File: src/rtl/core/lsbb_pkg.sv
// Shared types and constants for the D2Q9 streaming and bounce-back block.
// Depends on nothing; every other file in rtl/core refers to it by scoped names.
package lsbb_pkg;

    localparam int NDIR   = 9;
    localparam int WORD_W = 64;
    localparam int ENT_W  = WORD_W + 1;

    localparam int MAX_INNER_DEF = 256;
    localparam int MAX_OUTER_DEF = 4096;

    localparam int CFG_AW = 4;

    localparam logic [1:0] REG_INNER = 2'd0;
    localparam logic [1:0] REG_OUTER = 2'd1;
    localparam logic [1:0] REG_DX    = 2'd2;
    localparam logic [1:0] REG_DY    = 2'd3;

    localparam logic [8:0]  INNER_RST = 9'd256;
    localparam logic [12:0] OUTER_RST = 13'd256;
    localparam logic [17:0] DX_RST    = 18'd128196;
    localparam logic [17:0] DY_RST    = 18'd251664;

    localparam logic [1:0] OFS_ZERO  = 2'd0;
    localparam logic [1:0] OFS_PLUS1 = 2'd1;
    localparam logic [1:0] OFS_MINUS2 = 2'd2;
    localparam logic [1:0] OFS_MINUS1 = 2'd3;

    localparam logic [3:0] OPP [NDIR] = '{4'd0, 4'd3, 4'd4, 4'd1, 4'd2,
                                          4'd7, 4'd8, 4'd5, 4'd6};

    typedef struct packed {
        logic              op;
        logic              solid;
        logic [WORD_W-1:0] fin0;
        logic [WORD_W-1:0] fin1;
        logic [WORD_W-1:0] fin2;
        logic [WORD_W-1:0] fin3;
        logic [WORD_W-1:0] fin4;
        logic [WORD_W-1:0] fin5;
        logic [WORD_W-1:0] fin6;
        logic [WORD_W-1:0] fin7;
        logic [WORD_W-1:0] fin8;
    } t_in;

    typedef struct packed {
        logic [WORD_W-1:0] fout0;
        logic [WORD_W-1:0] fout1;
        logic [WORD_W-1:0] fout2;
        logic [WORD_W-1:0] fout3;
        logic [WORD_W-1:0] fout4;
        logic [WORD_W-1:0] fout5;
        logic [WORD_W-1:0] fout6;
        logic [WORD_W-1:0] fout7;
        logic [WORD_W-1:0] fout8;
        logic              last_node;
    } t_out;

    typedef logic [NDIR-1:0][ENT_W-1:0] t_lane_ent;

endpackage

File: src/rtl/core/lsbb_merge.sv
// Merge stage: combines the lane reads into the streamed node with bounce-back
// and holds it in the output register. Depends on lsbb_pkg.
module lsbb_merge (
    input  logic                i_clk,
    input  logic                i_rst_n,
    input  logic                i_v1,
    input  lsbb_pkg::t_lane_ent i_src,
    input  lsbb_pkg::t_lane_ent i_base,
    input  logic [lsbb_pkg::NDIR-1:0] i_ok,
    input  logic                i_last,
    input  logic                i_stall,
    output logic                o_adv,
    output logic                o_valid,
    output lsbb_pkg::t_out      o_data
);
    logic [lsbb_pkg::NDIR-1:0][lsbb_pkg::WORD_W-1:0] v;
    logic           base_solid;
    logic           r_valid;
    lsbb_pkg::t_out r_data, n_data;

    always_comb begin
        base_solid = i_base[0][lsbb_pkg::WORD_W];
        for (int k = 0; k < lsbb_pkg::NDIR; k++) begin
            if (base_solid || !i_ok[k]) begin
                v[k] = '0;
            end else if (i_src[k][lsbb_pkg::WORD_W]) begin
                v[k] = i_base[lsbb_pkg::OPP[k]][lsbb_pkg::WORD_W-1:0];
            end else begin
                v[k] = i_src[k][lsbb_pkg::WORD_W-1:0];
            end
        end
        n_data = '{fout0: v[0], fout1: v[1], fout2: v[2], fout3: v[3], fout4: v[4],
                   fout5: v[5], fout6: v[6], fout7: v[7], fout8: v[8],
                   last_node: i_last};
    end

    assign o_adv = !r_valid || !i_stall;

    always_ff @(posedge i_clk) begin
        if (!i_rst_n) begin
            r_valid <= 1'b0;
        end else if (o_adv) begin
            r_valid <= i_v1;
        end
    end

    always_ff @(posedge i_clk) begin
        if (o_adv && i_v1) begin
            r_data <= n_data;
        end
    end

    assign o_valid = r_valid;
    assign o_data  = r_data;

endmodule

File: config.mk
export PLATFORM = sky130hd
export DESIGN_NAME = lsbb_merge
export DESIGN_NICKNAME = d
export VERILOG_FILES = /design/src/rtl/core/lsbb_pkg.sv /design/src/rtl/core/lsbb_merge.sv
export SDC_FILE = /design/constraint.sdc
export NUM_CORES = 1
export LEC_CHECK = 0
export BUFFER_PORTS_ARGS = -buffer_cell sky130_fd_sc_hd__buf_2
export CORE_AREA = 5 5 679 681
export DETAILED_ROUTE_END_ITERATION = 8
export DIE_AREA = 0 0 684 686
export SLEW_MARGIN = 10
export SYNTH_ARGS = -nofsm -noshare
export SYNTH_HDL_FRONTEND = slang
export SYNTH_SLANG_ARGS = --single-unit
File: constraint.sdc
create_clock -name i_clk -period 20.7 [get_ports i_clk]
set_clock_uncertainty 0.15 [all_clocks]
set_input_delay 2.07 -clock i_clk [delete_from_list [all_inputs] [get_ports i_clk]]
set_output_delay 2.07 -clock i_clk [all_outputs]
set_load 0.01 [all_outputs]
-- Yosys cells after proc, flatten, opt, wreduce, memory -nomap -nowiden
Index checks and enable logic that the tools add are counted.
- flip-flop bits (word level): 578
- input bits: 1184
- output and inout bits: 579
- multiplexer cells: 9
- reduce and logical (&&, ||, !) cells: 22
- operators by type and width (kind ; number):
    $mux W64 ; 9
    $logic_not A1 Y1 ; 11
    $logic_or A1 B1 Y1 ; 10
    $logic_and A1 B1 Y1 ; 1

-- Depth between registers and ports, before layout
- depth after elaboration: 3
- gate-level depth with buffers: 4

-- Worst setup path before layout
OpenSTA, ideal clock, no wires.
- path type: input port to flip-flop
- from: input port i_stall
- to: register r_data (netlist bit o_data[0]), enable pin
- setup time: 1.022 ns
- arrival: 15.276 ns
- required time: 19.528 ns
- slack: 4.252 ns
- stages on the path: 2
- cell sequence: nand2_1 > and2_1
- word-level cells in the longest chain between the ends: 3
- RTL lines (item ; RTL line ; source):
    start, declared ; lsbb_merge.sv:11 ; input logic i_stall,
    $logic_not A1 Y1 ; lsbb_merge.sv:37 ; assign o_adv = !r_valid || !i_stall;
    $logic_or A1 B1 Y1 ; lsbb_merge.sv:37 ;
    $logic_and A1 B1 Y1 ; lsbb_merge.sv:48 ; if (o_adv && i_v1) begin
    end signal, assigned ; lsbb_merge.sv:49 ; r_data <= n_data;
    end, declared ; lsbb_merge.sv:19 ; lsbb_pkg::t_out r_data, n_data;
No other way between the ends.
A chain may end at the register's enable or synchronous reset.

-- Worst setup path in the final report
- from: input port i_stall
- to: register r_data (netlist bit o_data[441]), enable pin
Same word-level chain as after synthesis.

==> metrics <==
die area=469200 um2; fin crit share=0.2850; Final setup viols=0; Via density=2.602; Seq/Total Area, Yosys=0.6281; Switching Fraction=0.3130; starting density of the core=0.06075; Post-Syn Instances=1869; CTS tree=done; CTS H-tree depth=3; cts repair resizes=0; Unique masters post-synth=13; Worst R2R End=o_data[441]$_SDFFCE_PP0P_; area of the mapped netlist=27620 um2; DRT Pass-1 Iters=5; Data arrival, critical path=6.13 ns; Area Growth Syn to Fin=65.04%; nature of the critical path endpoint=flop; largest net degree at the start of global routing=between 100 and 150; maximum clock path buffer count=4; reg2reg setup slack=approximately 16 ns; Syn. warnings=0; Port Buf Inserts=1754; post-synth net total=3053; gpl congestion=1.060; DP Area=42620 um2; Sw Pwr=roughly 1.1 mW; fin util=0.1003; clock tree sinks=~580; Avg WL per Cell=35.52 um; FP Rows=248; Hold Crit Start=o_valid$_SDFFE_PN0P_; Gate power share=0.194; power density of the placed cells=78.38 nW/um2; DRC viols=0; Num CTS Buffers=82; Req. time, crit path=around 21 ns; Core ar.=roughly 450000 um2; status=complete, no violations; final hold vios=0; fmax=169.5 MHz; Final min period=5.900 ns; Synth area leaders=edfxtp_1, mux2i_1, nor2_2; WS Path Type=in -> reg; unrepaired setup endpoints after global routing=false; maximum VDD drop=54.34 uV; largest area contributor in the netlist=edfxtp_1; Slew @ Worst Pin=1.175 ns; r2r startpoint=o_valid$_SDFFE_PN0P_; vias in the first global route=23964; Hold Path End=o_valid$_SDFFE_PN0P_; clock root cell=clkbuf_16; Routed WL=347.2 mm; relative slew slack=0.2167; top cells by count, synth=edfxtp_1, mux2i_1, nor2_1, nor2_2, buf_6; syn avg cell area=around 15 um2; Primary FF master, synth=edfxtp_1; DP Wirelength=318.4 mm; Post-CTS Setup Repair Bufs=0; Worst Setup Start Kind=input port; Yosys top cell area share=0.6274; Worst Path Max Fanout=118; via count=~25000; initial antenna violation count=321; Clk pwr share=0.414; Clock Pin Slew Worst Setup and Hold Paths=0.06 ns; Post-synth EDFFs=577; Sequential Power Share=0.392; Slew Limit Fails=0; Setup TNS Final=0 ns; Reg2Reg Depth=6; first-pass GRT wire length=398.5 mm; P_leak=18.67 nW; antenna-violating nets left=0; CTS Hold Buffers Added=0; worst hold path class=reg -> reg; Yosys reg bits=between 500 and 600; Power Internal=approximately 2.5 mW; chip width=roughly 680 um; most common cell in the netlist=edfxtp_1; nets=4789; Clock Latency Late Sink=~0.77 ns; Final Cell Area=between 40000 and 50000 um2; Max Cap Viol=0; Worst Hold Depth=2; Iter 0 DRT Violations=2304; Die Ht=686 um; GRT Util Overall=0.1412; share of layout cells above drive strength 1=0.5966; global route overflow=0; asr flop ratio synth=0; I/O pin cnt=approximately 1800
[placed cells by master (no fill, tap or decap)]
cell type / count
a21oi_1: 1
and2_4: 1
buf_12: 1
buf_2: 1744
buf_4: 32
buf_6: 1
bufinv_16: 10
clkbuf_1: 15
clkbuf_16: 85
clkinv_1: 9
clkinv_2: 3
clkinv_4: 3
clkinvlp_4: 9
dfxtp_1: 1
diode_2: 113
edfxtp_1: 577
inv_6: 6
mux2i_1: 576
nand2_1: 1
nand2b_2: 2
nand2b_4: 7
nor2_1: 296
nor2_2: 280
nor2b_1: 1
[power groups by stage]
stage / registers [mW] / clock network (mW) / logic (mW)
2_1_floorplan: 1.50 / 0 / 0.191
6_report: 1.40 / 1.48 / 0.694
5_1_grt: 1.41 / 1.57 / 0.734
4_1_cts: 1.40 / 1.54 / 0.711
3_3_place_gp: 1.42 / 0 / 0.709
3_5_place_dp: 1.42 / 0 / 0.710
[worst max-delay path, cell delays in order]
cell and delay (ns):
buf_2 0.11, nand2_1 0.09, and2_4 0.54, buf_12 0.51
buf_4 0.62, buf_4 0.75, buf_4 0.91
[layer usage]
metal	up-vias	wire, um	GRT usage
li1	10362	-	-
met1	12054	116400	0.1417
met2	2132	152200	0.2219
met3	758	63110	0.1135
met4	126	14650	0.04335
met5	-	854	0
[state kept, by name, indices dropped and copies added (netlist names)]
register,flops
o_valid,1
o_data,577
[kinds of logic after synthesis]
family,share of synthesized area
DFF,0.6281
AOI/OAI and AO/OA,0.0001810
muxes,0.2088
and+or+nand+nor,0.1063
buffers and inverters,0.05668
[cell type report]
type | instances | area (um2)
antenna | 113 | 282.8
clock buffer | 100 | 2183
clock inverter | 40 | 495.5
fill | 52541 | 409000
multi-input combinational | 1165 | 8766
sequential | 578 | 17350
tap | 6000 | 7507
timing repair buffer | 1778 | 9000
[worst max path at each step]
stage	slack [ns]	endpoint	start	cells past startpoint
6_report	14.80	o_data[441]$_SDFFCE_PP0P_	i_stall	7
5_1_grt	14.73	o_data[445]$_SDFFCE_PP0P_	i_stall	7
4_1_cts	14.96	o_data[441]$_SDFFCE_PP0P_	i_stall	7
3_5_place_dp	14.05	o_data[482]$_SDFFCE_PP0P_	i_stall	7
3_3_place_gp	14.15	o_data[465]$_SDFFCE_PP0P_	i_stall	7
2_1_floorplan	4.25	o_data[0]$_DFFE_PP_	i_stall	2
[metrics by stage]
| step | setup slack, ns | total power [mW] | cells | hold WS (ns) |
|---|---|---|---|---|
| global route | 14.73 | 3.711 | 9685 | 0.4361 |
| CTS | 14.96 | 3.653 | 9661 | 0.3827 |
| global placement | 14.15 | 2.129 | 9521 | 0.3846 |
| finish | 14.80 | 3.573 | 9774 | 0.3925 |
| floorplan | 4.252 | 1.694 | 1869 | 0.3964 |
| detailed placement | 14.05 | 2.133 | 9521 | 0.3677 |
Power figures use the tool's default switching activity.
